`config.mk`:
```
export PLATFORM = sky130hd
export DESIGN_NAME = rgb_led_blink_fade_controller_top
export DESIGN_NICKNAME = d
export VERILOG_FILES = /design/src/hw/rtl/rgbl_pkg.sv /design/src/hw/rtl/rgbl_cdiv.sv /design/src/hw/rtl/rgb_led_blink_fade_controller_top.sv
export SDC_FILE = /design/constraint.sdc
export NUM_CORES = 2
export LEC_CHECK = 0
export BUFFER_PORTS_ARGS = -buffer_cell sky130_fd_sc_hd__buf_2
export CORE_MARGIN = 2
export CORE_UTILIZATION = 60
export CTS_BUF_LIST = sky130_fd_sc_hd__clkbuf_16
export DETAILED_ROUTE_END_ITERATION = 8
export PLACE_DENSITY = 0.77
export SLEW_MARGIN = 20
export SYNTH_ARGS = -nofsm -noshare
export SYNTH_HDL_FRONTEND = slang
export SYNTH_SLANG_ARGS = --single-unit
export TNS_END_PERCENT = 5
```
`constraint.sdc`:
```
create_clock -name aclk -period 7.6 [get_ports aclk]
set_clock_uncertainty 0.2 [all_clocks]
set_input_delay 0.76 -clock aclk [delete_from_list [all_inputs] [get_ports aclk]]
set_output_delay 0.76 -clock aclk [all_outputs]
set_load 0.02 [all_outputs]
```
`src/hw/rtl/rgbl_pkg.sv`:
```
package rgbl_pkg;

    // Blink and fade timing, in ticks.
    localparam int FAST_PERIOD = 200;
    localparam int SLOW_PERIOD = 800;
    localparam int FADE_SPAN   = 2 * SLOW_PERIOD;
    localparam int SCALE_DEN   = 255;

    localparam int LEVEL_W = 16;
    localparam int MODE_W  = 3;
    localparam int TICK_W  = 11;
    localparam int STEP_W  = 8;
    localparam int NUM_W   = LEVEL_W + STEP_W;
    localparam int DEN_W   = 10;
    localparam int DCNT_W  = $clog2(NUM_W);
    localparam int NUM_CH  = 3;

    localparam int NUM_REGS  = 3;
    localparam int CFG_IDX_W = 2;
    localparam int PADDR_W   = CFG_IDX_W + 2;

    localparam logic [MODE_W-1:0] MODE_OFF  = 3'd0;
    localparam logic [MODE_W-1:0] MODE_ON   = 3'd1;
    localparam logic [MODE_W-1:0] MODE_FAST = 3'd2;
    localparam logic [MODE_W-1:0] MODE_SLOW = 3'd3;
    localparam logic [MODE_W-1:0] MODE_FADE = 3'd4;
    localparam logic [MODE_W-1:0] MODE_ONCE = 3'd5;

    localparam logic CMD_TICK = 1'b0;
    localparam logic CMD_MODE = 1'b1;

    localparam logic [CFG_IDX_W-1:0] REG_RED   = 2'd0;
    localparam logic [CFG_IDX_W-1:0] REG_GREEN = 2'd1;
    localparam logic [CFG_IDX_W-1:0] REG_BLUE  = 2'd2;

    typedef struct packed {
        logic busy;
        logic done;
    } div_stat_t;

endpackage

```
`src/hw/rtl/rgbl_cdiv.sv`:
```
// Restoring divider, one quotient bit per cycle. The dividend shifts out of
// the top of the register while quotient bits shift in at the bottom.
module rgbl_cdiv (
    input  logic                              aclk,
    input  logic                              aresetn,
    input  logic                              start,
    input  logic [rgbl_pkg::NUM_W-1:0]        num,
    input  logic [rgbl_pkg::DEN_W-1:0]        den,
    output logic [rgbl_pkg::NUM_W-1:0]        quot,
    output rgbl_pkg::div_stat_t               stat
);

    logic [rgbl_pkg::NUM_W-1:0]  shf_reg, shf_next;
    logic [rgbl_pkg::DEN_W-1:0]  rem_reg, rem_next;
    logic [rgbl_pkg::DCNT_W-1:0] cnt_reg, cnt_next;
    logic                        busy_reg, busy_next;
    logic                        done_reg, done_next;
    logic [rgbl_pkg::DEN_W:0]    trial;
    logic                        fits;

    assign trial = {rem_reg, shf_reg[rgbl_pkg::NUM_W-1]};
    assign fits  = (trial >= {1'b0, den});

    always_comb begin
        shf_next  = shf_reg;
        rem_next  = rem_reg;
        cnt_next  = cnt_reg;
        busy_next = busy_reg;
        done_next = 1'b0;
        if (start) begin
            shf_next  = num;
            rem_next  = '0;
            cnt_next  = '0;
            busy_next = 1'b1;
        end else if (busy_reg) begin
            if (fits) begin
                rem_next = rgbl_pkg::DEN_W'(trial - {1'b0, den});
            end else begin
                rem_next = trial[rgbl_pkg::DEN_W-1:0];
            end
            shf_next = {shf_reg[rgbl_pkg::NUM_W-2:0], fits};
            cnt_next = cnt_reg + 1'b1;
            if (cnt_reg == rgbl_pkg::DCNT_W'(rgbl_pkg::NUM_W - 1)) begin
                busy_next = 1'b0;
                done_next = 1'b1;
            end
        end
    end

    always_ff @(posedge aclk) begin
        shf_reg <= shf_next;
        rem_reg <= rem_next;
        cnt_reg <= cnt_next;
        if (!aresetn) begin
            busy_reg <= 1'b0;
            done_reg <= 1'b0;
        end else begin
            busy_reg <= busy_next;
            done_reg <= done_next;
        end
    end

    assign quot      = shf_reg;
    assign stat.busy = busy_reg;
    assign stat.done = done_reg;

endmodule

```
`src/hw/rtl/rgb_led_blink_fade_controller_top.sv`:
```
// Channel   | Direction | Handshake            | Payload
// ----------+-----------+----------------------+------------------------------------------
// s_        | in        | s_tvalid / s_tready  | tuser: cmd; tdata: new_mode
// m_        | out       | m_tvalid / m_tready  | tdata: red_level, green_level, blue_level
// APB       | in        | psel/penable/pwrite  | colour registers at 0x0, 0x4, 0x8
//
// A mode request or a tick outside fade mode gives its result in the cycle after
// acceptance. A tick in fade mode runs a step division on lane 0, a product, a
// launch and a scaling division on all three lanes, each division bit-serial at
// one quotient bit per cycle. Reset is synchronous and active low. A new transaction
// is taken only when the block is idle and the output register is empty or being
// emptied; a stalled result holds in the output register.
module rgb_led_blink_fade_controller_top (
    input  logic                            aclk,
    input  logic                            aresetn,
    input  logic                            s_tvalid,
    output logic                            s_tready,
    input  logic [7:0]                      s_tdata,   // [2:0] new_mode
    input  logic [0:0]                      s_tuser,   // [0] cmd
    output logic                            m_tvalid,
    input  logic                            m_tready,
    output logic [47:0]                     m_tdata,   // [15:0] red_level, [31:16] green_level,
                                                       // [47:32] blue_level
    input  logic                            psel,
    input  logic                            penable,
    input  logic                            pwrite,
    input  logic [rgbl_pkg::PADDR_W-1:0]    paddr,
    input  logic [31:0]                     pwdata,
    output logic [31:0]                     prdata,
    output logic                            pready
);

    typedef enum logic [2:0] {
        ST_IDLE,
        ST_STEP,
        ST_MUL,
        ST_LAUNCH,
        ST_SCALE,
        ST_HOLD
    } state_t;

    state_t st_reg;

    logic [rgbl_pkg::LEVEL_W-1:0] color_reg [rgbl_pkg::NUM_CH];
    logic [rgbl_pkg::LEVEL_W-1:0] level_reg [rgbl_pkg::NUM_CH];
    logic [rgbl_pkg::LEVEL_W-1:0] level_next [rgbl_pkg::NUM_CH];
    logic [rgbl_pkg::MODE_W-1:0]  mode_reg, mode_next;
    logic [rgbl_pkg::MODE_W-1:0]  before_reg, before_next;
    logic                         pend_reg, pend_next;
    logic [rgbl_pkg::TICK_W-1:0]  tick_reg, tick_next;
    logic                         phase_reg, phase_next;
    logic [rgbl_pkg::STEP_W-1:0]  step_reg;
    logic [rgbl_pkg::NUM_W-1:0]   prod_reg [rgbl_pkg::NUM_CH];
    logic                         m_tvalid_reg;
    logic [47:0]                  m_tdata_reg;

    logic                         s_accept;
    logic                         out_free;
    logic                         cfg_write;
    logic [rgbl_pkg::CFG_IDX_W-1:0] cfg_idx;
    logic                         fade_go;
    logic [rgbl_pkg::TICK_W-1:0]  lvl;
    logic [rgbl_pkg::NUM_W-1:0]   step_num;

    logic [rgbl_pkg::NUM_W-1:0]   div_num  [rgbl_pkg::NUM_CH];
    logic [rgbl_pkg::NUM_W-1:0]   div_quot [rgbl_pkg::NUM_CH];
    logic [rgbl_pkg::DEN_W-1:0]   div_den  [rgbl_pkg::NUM_CH];
    logic                         div_start [rgbl_pkg::NUM_CH];
    rgbl_pkg::div_stat_t          div_stat [rgbl_pkg::NUM_CH];
    logic                         launch;

    assign out_free = !m_tvalid_reg || m_tready;
    assign s_tready = (st_reg == ST_IDLE) && out_free;
    assign s_accept = s_tvalid && s_tready;
    assign m_tvalid = m_tvalid_reg;
    assign m_tdata  = m_tdata_reg;

    assign pready    = 1'b1;
    assign cfg_idx   = paddr[rgbl_pkg::PADDR_W-1:2];
    assign cfg_write = psel && penable && pwrite && pready;

    always_comb begin
        case (cfg_idx)
            rgbl_pkg::REG_RED:   prdata = {16'd0, color_reg[0]};
            rgbl_pkg::REG_GREEN: prdata = {16'd0, color_reg[1]};
            rgbl_pkg::REG_BLUE:  prdata = {16'd0, color_reg[2]};
            default:             prdata = '0;
        endcase
    end

    // Next architectural state for an accepted transaction, a finished fade scale or a colour write.
    always_comb begin
        mode_next   = mode_reg;
        before_next = before_reg;
        pend_next   = pend_reg;
        tick_next   = tick_reg;
        phase_next  = phase_reg;
        level_next  = level_reg;
        fade_go     = 1'b0;
        lvl         = '0;
        if (s_accept) begin
            if (s_tuser[0] == rgbl_pkg::CMD_MODE) begin
                if (s_tdata[2:0] <= rgbl_pkg::MODE_ONCE) begin
                    before_next = mode_reg;
                    mode_next   = s_tdata[2:0];
                    pend_next   = 1'b1;
                end
            end else begin
                tick_next = tick_reg + 1'b1;
                if (pend_reg) begin
                    pend_next = 1'b0;
                    case (mode_reg)
                        rgbl_pkg::MODE_OFF: begin
                            level_next = '{default: '0};
                        end
                        rgbl_pkg::MODE_ON: begin
                            level_next = color_reg;
                        end
                        rgbl_pkg::MODE_FAST, rgbl_pkg::MODE_SLOW: begin
                            tick_next  = '0;
                            phase_next = 1'b1;
                            level_next = color_reg;
                        end
                        rgbl_pkg::MODE_ONCE: begin
                            tick_next  = '0;
                            phase_next = 1'b0;
                            level_next = '{default: '0};
                        end
                        default: begin
                        end
                    endcase
                end
                case (mode_reg)
                    rgbl_pkg::MODE_FAST, rgbl_pkg::MODE_SLOW: begin
                        if ((mode_reg == rgbl_pkg::MODE_FAST &&
                             tick_next >= rgbl_pkg::TICK_W'(rgbl_pkg::FAST_PERIOD)) ||
                            (mode_reg == rgbl_pkg::MODE_SLOW &&
                             tick_next >= rgbl_pkg::TICK_W'(rgbl_pkg::SLOW_PERIOD))) begin
                            tick_next = '0;
                            if (phase_next) begin
                                level_next = color_reg;
                                phase_next = 1'b0;
                            end else begin
                                level_next = '{default: '0};
                                phase_next = 1'b1;
                            end
                        end
                    end
                    rgbl_pkg::MODE_FADE: begin
                        if (tick_next >= rgbl_pkg::TICK_W'(rgbl_pkg::FADE_SPAN)) begin
                            tick_next = '0;
                        end
                        if (tick_next < rgbl_pkg::TICK_W'(rgbl_pkg::SLOW_PERIOD)) begin
                            lvl = tick_next;
                        end else begin
                            lvl = rgbl_pkg::TICK_W'(rgbl_pkg::FADE_SPAN) - tick_next;
                        end
                        fade_go = 1'b1;
                    end
                    rgbl_pkg::MODE_ONCE: begin
                        if (tick_next >= rgbl_pkg::TICK_W'(rgbl_pkg::FAST_PERIOD)) begin
                            tick_next = '0;
                            if (phase_next) begin
                                before_next = mode_reg;
                                mode_next   = before_reg;
                                pend_next   = 1'b1;
                            end else begin
                                level_next = '{default: '0};
                                phase_next = 1'b1;
                            end
                        end
                    end
                    default: begin
                        tick_next = '0;
                    end
                endcase
            end
        end
        if (st_reg == ST_SCALE && div_stat[0].done) begin
            for (int i = 0; i < rgbl_pkg::NUM_CH; i++) begin
                level_next[i] = div_quot[i][rgbl_pkg::LEVEL_W-1:0];
            end
        end
        // A colour write takes effect through the same path as a mode request.
        if (cfg_write && cfg_idx < rgbl_pkg::CFG_IDX_W'(rgbl_pkg::NUM_REGS)) begin
            pend_next = 1'b1;
        end
    end

    // step numerator is lvl * 255, formed as a shift and a subtract.
    assign step_num = (rgbl_pkg::NUM_W'(lvl) << rgbl_pkg::STEP_W) - rgbl_pkg::NUM_W'(lvl);
    assign launch   = (st_reg == ST_LAUNCH);

    // Lane 0 divides by the slow period while the step is formed and by 255
    // while it scales the red level, so its divisor follows the sequencer.
    always_comb begin
        for (int i = 0; i < rgbl_pkg::NUM_CH; i++) begin
            div_num[i]   = prod_reg[i];
            div_den[i]   = rgbl_pkg::DEN_W'(rgbl_pkg::SCALE_DEN);
            div_start[i] = launch;
        end
        if (st_reg == ST_IDLE || st_reg == ST_STEP) begin
            div_num[0] = step_num;
            div_den[0] = rgbl_pkg::DEN_W'(rgbl_pkg::SLOW_PERIOD);
            div_start[0] = fade_go;
        end
    end

    for (genvar g = 0; g < rgbl_pkg::NUM_CH; g++) begin : g_lane
        rgbl_cdiv u_cdiv (
            .aclk    (aclk),
            .aresetn (aresetn),
            .start   (div_start[g]),
            .num     (div_num[g]),
            .den     (div_den[g]),
            .quot    (div_quot[g]),
            .stat    (div_stat[g])
        );
    end

    always_ff @(posedge aclk) begin
        if (!aresetn) begin
            color_reg  <= '{default: '0};
            level_reg  <= '{default: '0};
            mode_reg   <= rgbl_pkg::MODE_OFF;
            before_reg <= rgbl_pkg::MODE_OFF;
            pend_reg   <= 1'b0;
            tick_reg   <= '0;
            phase_reg  <= 1'b0;
        end else begin
            level_reg  <= level_next;
            mode_reg   <= mode_next;
            before_reg <= before_next;
            pend_reg   <= pend_next;
            tick_reg   <= tick_next;
            phase_reg  <= phase_next;
            if (cfg_write && cfg_idx < rgbl_pkg::CFG_IDX_W'(rgbl_pkg::NUM_REGS)) begin
                color_reg[cfg_idx] <= pwdata[rgbl_pkg::LEVEL_W-1:0];
            end
        end
    end

    // Sequencer for the fade arithmetic and the output register.
    always_ff @(posedge aclk) begin
        if (!aresetn) begin
            st_reg       <= ST_IDLE;
            m_tvalid_reg <= 1'b0;
        end else begin
            case (st_reg)
                ST_IDLE: begin
                    if (m_tready) begin
                        m_tvalid_reg <= 1'b0;
                    end
                    if (s_accept) begin
                        if (fade_go) begin
                            st_reg <= ST_STEP;
                        end else begin
                            m_tvalid_reg <= 1'b1;
                            m_tdata_reg  <= {level_next[2], level_next[1], level_next[0]};
                        end
                    end
                end
                ST_STEP: begin
                    if (m_tready) begin
                        m_tvalid_reg <= 1'b0;
                    end
                    if (div_stat[0].done) begin
                        step_reg <= div_quot[0][rgbl_pkg::STEP_W-1:0];
                        st_reg   <= ST_MUL;
                    end
                end
                ST_MUL: begin
                    if (m_tready) begin
                        m_tvalid_reg <= 1'b0;
                    end
                    for (int i = 0; i < rgbl_pkg::NUM_CH; i++) begin
                        prod_reg[i] <= rgbl_pkg::NUM_W'(color_reg[i]) *
                                       rgbl_pkg::NUM_W'(step_reg);
                    end
                    st_reg <= ST_LAUNCH;
                end
                ST_LAUNCH: begin
                    if (m_tready) begin
                        m_tvalid_reg <= 1'b0;
                    end
                    st_reg <= ST_SCALE;
                end
                ST_SCALE: begin
                    if (m_tready) begin
                        m_tvalid_reg <= 1'b0;
                    end
                    if (div_stat[0].done) begin
                        if (out_free) begin
                            m_tvalid_reg <= 1'b1;
                            m_tdata_reg  <= {level_next[2], level_next[1], level_next[0]};
                            st_reg       <= ST_IDLE;
                        end else begin
                            st_reg <= ST_HOLD;
                        end
                    end
                end
                ST_HOLD: begin
                    if (m_tready) begin
                        m_tvalid_reg <= 1'b1;
                        m_tdata_reg  <= {level_reg[2], level_reg[1], level_reg[0]};
                        st_reg       <= ST_IDLE;
                    end
                end
                default: begin
                    st_reg <= ST_IDLE;
                end
            endcase
        end
    end

`ifndef SYNTHESIS
    a_done_in_div_state: assert property (@(posedge aclk) disable iff (!aresetn)
        div_stat[0].done |-> (st_reg == ST_STEP || st_reg == ST_SCALE))
        else $error("divider finished outside a divide state");

    a_lanes_in_step: assert property (@(posedge aclk) disable iff (!aresetn)
        (st_reg == ST_SCALE) |->
            (div_stat[0].done == div_stat[1].done && div_stat[0].done == div_stat[2].done))
        else $error("scale lanes finished at different cycles");

    a_idle_div_quiet: assert property (@(posedge aclk) disable iff (!aresetn)
        (st_reg == ST_IDLE) |-> !div_stat[0].busy)
        else $error("divider busy while sequencer idle");

    a_hold_has_result: assert property (@(posedge aclk) disable iff (!aresetn)
        (st_reg == ST_HOLD) |-> m_tvalid_reg)
        else $error("waiting for output space with an empty output register");
`endif

endmodule

```
==> impl_summary.log <==
INFO  metric status = completed
INFO  metric number_of_enable_flip_flop_cells_after_synthesis = 200
INFO  metric cts_root_buffer = sky130_fd_sc_hd__clkbuf_16
INFO  metric synth_ff_type = sky130_fd_sc_hd__edfxtp_1
INFO  metric worst_slew_margin_rel = roughly 22%
INFO  metric busiest_layer = met2
INFO  metric drt_wl_total = around 68 mm
INFO  metric cap_violations = 0
INFO  metric design.portCount = roughly 140
INFO  metric mappedNetlistArea = between 20000 and 30000 um^2
INFO  metric critical_path.startpoint_type = flip-flop
INFO  metric route.detailed.vias_per_inst = a little under 6
INFO  metric core-area = ~46000 um^2
INFO  metric power_density = 158.2 nW/um^2
INFO  metric fraction_of_met2_tracks_used_by_global_routing = a little under half
INFO  metric arrival_time_of_data_at_the_critical_path_endpoint = roughly 6600 ps
INFO  metric finalCoreUtilization = between 60 and 70%
INFO  metric htree_num_levels = 2
INFO  metric n_fill_cell = around 3700
INFO  metric maxClockFrequency = between 150 and 200 MHz
INFO  metric timing_max_transition_violations_final = 0
INFO  metric grt_setup_unrepaired = no
INFO  metric postSynthCellCount = ~3000
INFO  metric ys.warnings.count = 0
INFO  metric die_height = around 220 um
INFO  metric min-delay-path-class = reg2reg
INFO  metric grtUsageTotal = 28.31%
INFO  metric dp.final_hpwl = slightly below 50 mm
INFO  metric syn_to_final_growth = 7.449%
INFO  metric place.port_buffers = 94
INFO  metric async_reset_ff_share = 0%
INFO  metric cts_inserted_buffers = a little over 40
INFO  metric sum_neg_setup_slack = 0 ps
INFO  metric worst_pin_slew = 1167 ps
INFO  metric postCtsHoldBufs = 0
INFO  metric total_leakage_power = 12.60 nW
INFO  metric global_route.overflow_total = 0
INFO  metric worst_setup_slack_final = ~1100 ps
INFO  metric standard_cell_rows = between 70 and 80
INFO  metric clock_sinks = around 370
INFO  metric timing.critical_path.required = between 7000 and 8000 ps
INFO  metric start_util = between 60% and 70%
INFO  metric mostFrequentLayoutCell = sky130_fd_sc_hd__nand2_1
INFO  metric nNetsFinal = ~3400
INFO  metric ir_drop = around 0.16 mV
INFO  metric avgRoutedWirePerCell = approximately 19 um
INFO  metric floorplan.die_area = 48700 um^2
INFO  metric critPathCaptureType = flip-flop
INFO  metric place_congestion = 0.8940
INFO  metric finalHoldViolations = 0
INFO  metric detail_route.drc_violations = 0
INFO  metric multi_input_comb_area = 17110 um^2
INFO  metric grt_first_pass_wirelength = between 100 and 150 mm
INFO  metric cts-resized-gates = 0
INFO  metric final_cells = 3601
INFO  metric synth.yosys.seq_area_share = 33.26%
INFO  metric cts.reportedPaths.clkPinSlew = ~60 ps
INFO  metric groute.layer.met3.usage = about 6%
INFO  metric layout_worst_path_cycle_share = a little over four fifths
INFO  metric place.detailed.instances = ~3500
INFO  metric drt-pass1-iter-count = 6
INFO  metric die_width = between 200 and 250 um
INFO  metric final_cell_mix = sky130_fd_sc_hd__nand2_1 (552), sky130_fd_sc_hd__and2_1 (295), sky130_fd_sc_hd__inv_1 (264)
INFO  metric final.min_clock_period = 6457 ps
INFO  metric ff_latch_area = 9369 um^2
INFO  metric setup_viol = 0
INFO  metric worst-path-max-fanout = 29
INFO  metric grt_start_max_net_pins = a little under 90
INFO  metric drt_iter0_markers = 1767
INFO  metric number_of_distinct_standard_cells_referenced_by_the_synthesized_netlist = 84
INFO  metric grt_pass1_vias = between 20000 and 25000
INFO  metric timing.reg2reg.worst_path_depth = 22
INFO  metric cts.repair_timing.setup_buffer_count = 0
INFO  metric tritoncts_clock_tree = yes
INFO  metric worst_case_setup_slack_after_placement = ~1300 ps
INFO  metric hold-path-cell-count = 2
INFO  metric postSynthRegisterBits = approximately 370
INFO  metric ant_nets = 0
INFO  metric initial_antenna_violation_count = 7
INFO  metric worst_skew_pair.late_latency = between 500 and 600 ps
INFO  metric drive_gt1_share = between 7 and 8%
INFO  metric worst-setup-path-type = reg2reg
INFO  metric via_count = between 20000 and 25000
INFO  metric use_met1 = around 39%
INFO  metric post_synth.cell_area_avg = around 9.5 um^2
INFO  metric cts_max_path_buffers = 3
-- path summary, 6_finish.rpt --
| kind | start | end | slack, ps |
|---|---|---|---|
| worst min register to register | g_lane[0].u_cdiv.rem_reg[9] | g_lane[0].u_cdiv.rem_reg[9] | 260 |
| worst min-delay path | g_lane[0].u_cdiv.rem_reg[9] | g_lane[0].u_cdiv.rem_reg[9] | 260 |
| worst max-delay path | step_reg[4] | prod_reg[0][71] | 1140 |
| worst max register to register | step_reg[4] | prod_reg[0][71] | 1140 |
-- routing by layer --
| layer | routed length, um | share of wire [%] |
|---|---|---|
| met4 | 1671 | 2.5 |
| met2 | 31470 | 47 |
| met3 | 5720 | 8.5 |
| met1 | 28740 | 42 |
| met5 | 70 | 0.10 |
-- worst max-delay path: stages (launching register included) --
cell and delay (ps):
sky130_fd_sc_hd__edfxtp_1 1000, sky130_fd_sc_hd__buf_4 400, sky130_fd_sc_hd__and2_1 200, sky130_fd_sc_hd__fa_1 180
sky130_fd_sc_hd__inv_1 60, sky130_fd_sc_hd__fa_1 520, sky130_fd_sc_hd__inv_1 40, sky130_fd_sc_hd__ha_1 270
sky130_fd_sc_hd__inv_1 60, sky130_fd_sc_hd__fa_1 530, sky130_fd_sc_hd__inv_1 40, sky130_fd_sc_hd__ha_1 340
sky130_fd_sc_hd__nor2b_1 150, sky130_fd_sc_hd__o21ai_0 240, sky130_fd_sc_hd__a21boi_0 180, sky130_fd_sc_hd__o21ai_0 230
sky130_fd_sc_hd__a211o_1 220, sky130_fd_sc_hd__o2111ai_1 170, sky130_fd_sc_hd__a21oi_1 390, sky130_fd_sc_hd__o21ai_0 190
sky130_fd_sc_hd__a41o_1 290, sky130_fd_sc_hd__o21bai_1 180, sky130_fd_sc_hd__xnor2_1 80
-- cells in the mapped netlist (all sizes together) (3+ instances only) --
master  number  area, um^2
a21boi      66       495.5
a2111o       4       45.04
o211ai       4       30.03
or2          7       43.79
a31oi       14       102.6
fa         253        5065
nand2      552        2072
xnor2       61       534.3
xor2        38       332.8
nand4       18       112.6
o21a        19       142.6
o211a        3       30.03
clkbuf     160       603.1
o21bai       8       60.06
nor2b       21       131.4
ha         152        1902
edfxtp     200        6006
dfxtp      168        3363
nor3        35       175.2
nand2b      20       125.1
nand4b       7       61.31
o311ai       5       58.81
o21ai       72       364.1
a311o        3       30.03
and2       295        1846
a221o       50       500.5
buf         39       252.7
o41ai        4       35.03
o31ai        5       37.54
a21oi       92       479.2
nor4         9       62.56
o22ai        5       31.28
mux2i       41       410.4
nand3b       6       45.04
nor2       126       475.5
a211oi      29       217.7
and3        13       81.33
nand3       47       252.8
a41o         4       40.04
a21o        16       120.1
or3         15       93.84
inv        259       972.2
-- layout make-up --
cell class | instances | area share (%)
clock buffer | 43 | 3.555
timing repair buffer | 120 | 2.208
clock inverter | 33 | 1.021
sequential | 368 | 30.96
tap | 607 | 2.509
inverter | 259 | 3.212
multi-input combinational | 2170 | 56.53
antenna | 1 | 0.008268
-- cells by family (layout without fill, tap and decap cells) --
group / Yosys count / in the layout / synth area share, %
xor+xnor: 99 / 99 / 3.078
other cells: 2 / 19 / 0.02666
mux: 43 / 43 / 1.537
flops: 368 / 368 / 33.26
fa+ha+maj: 405 / 405 / 24.73
simple gates: 1182 / 1182 / 20.15
compound gates: 423 / 423 / 10.72
buf+inv: 458 / 455 / 6.490
-- through the flow --
step                hold slack [ps]  power [W]  instance area (um^2)
global route                  255.4   0.004952                 30260
floorplan                     231.0   0.002638                 28230
global placement              243.7   0.002736                 28860
finish                        258.9   0.004787                 30270
CTS                           231.6   0.004810                 30240
detailed placement            247.2   0.002760                 28860
-- power breakdown --
| part | internal [W] | switching, W |
|---|---|---|
| Combinational | 0.000209 | 0.000304 |
| Sequential | 0.00215 | 0.0000637 |
| Clock | 0.00120 | 0.000855 |
| Total | 0.00356 | 0.00122 |
(Power assumes the default switching activity.)
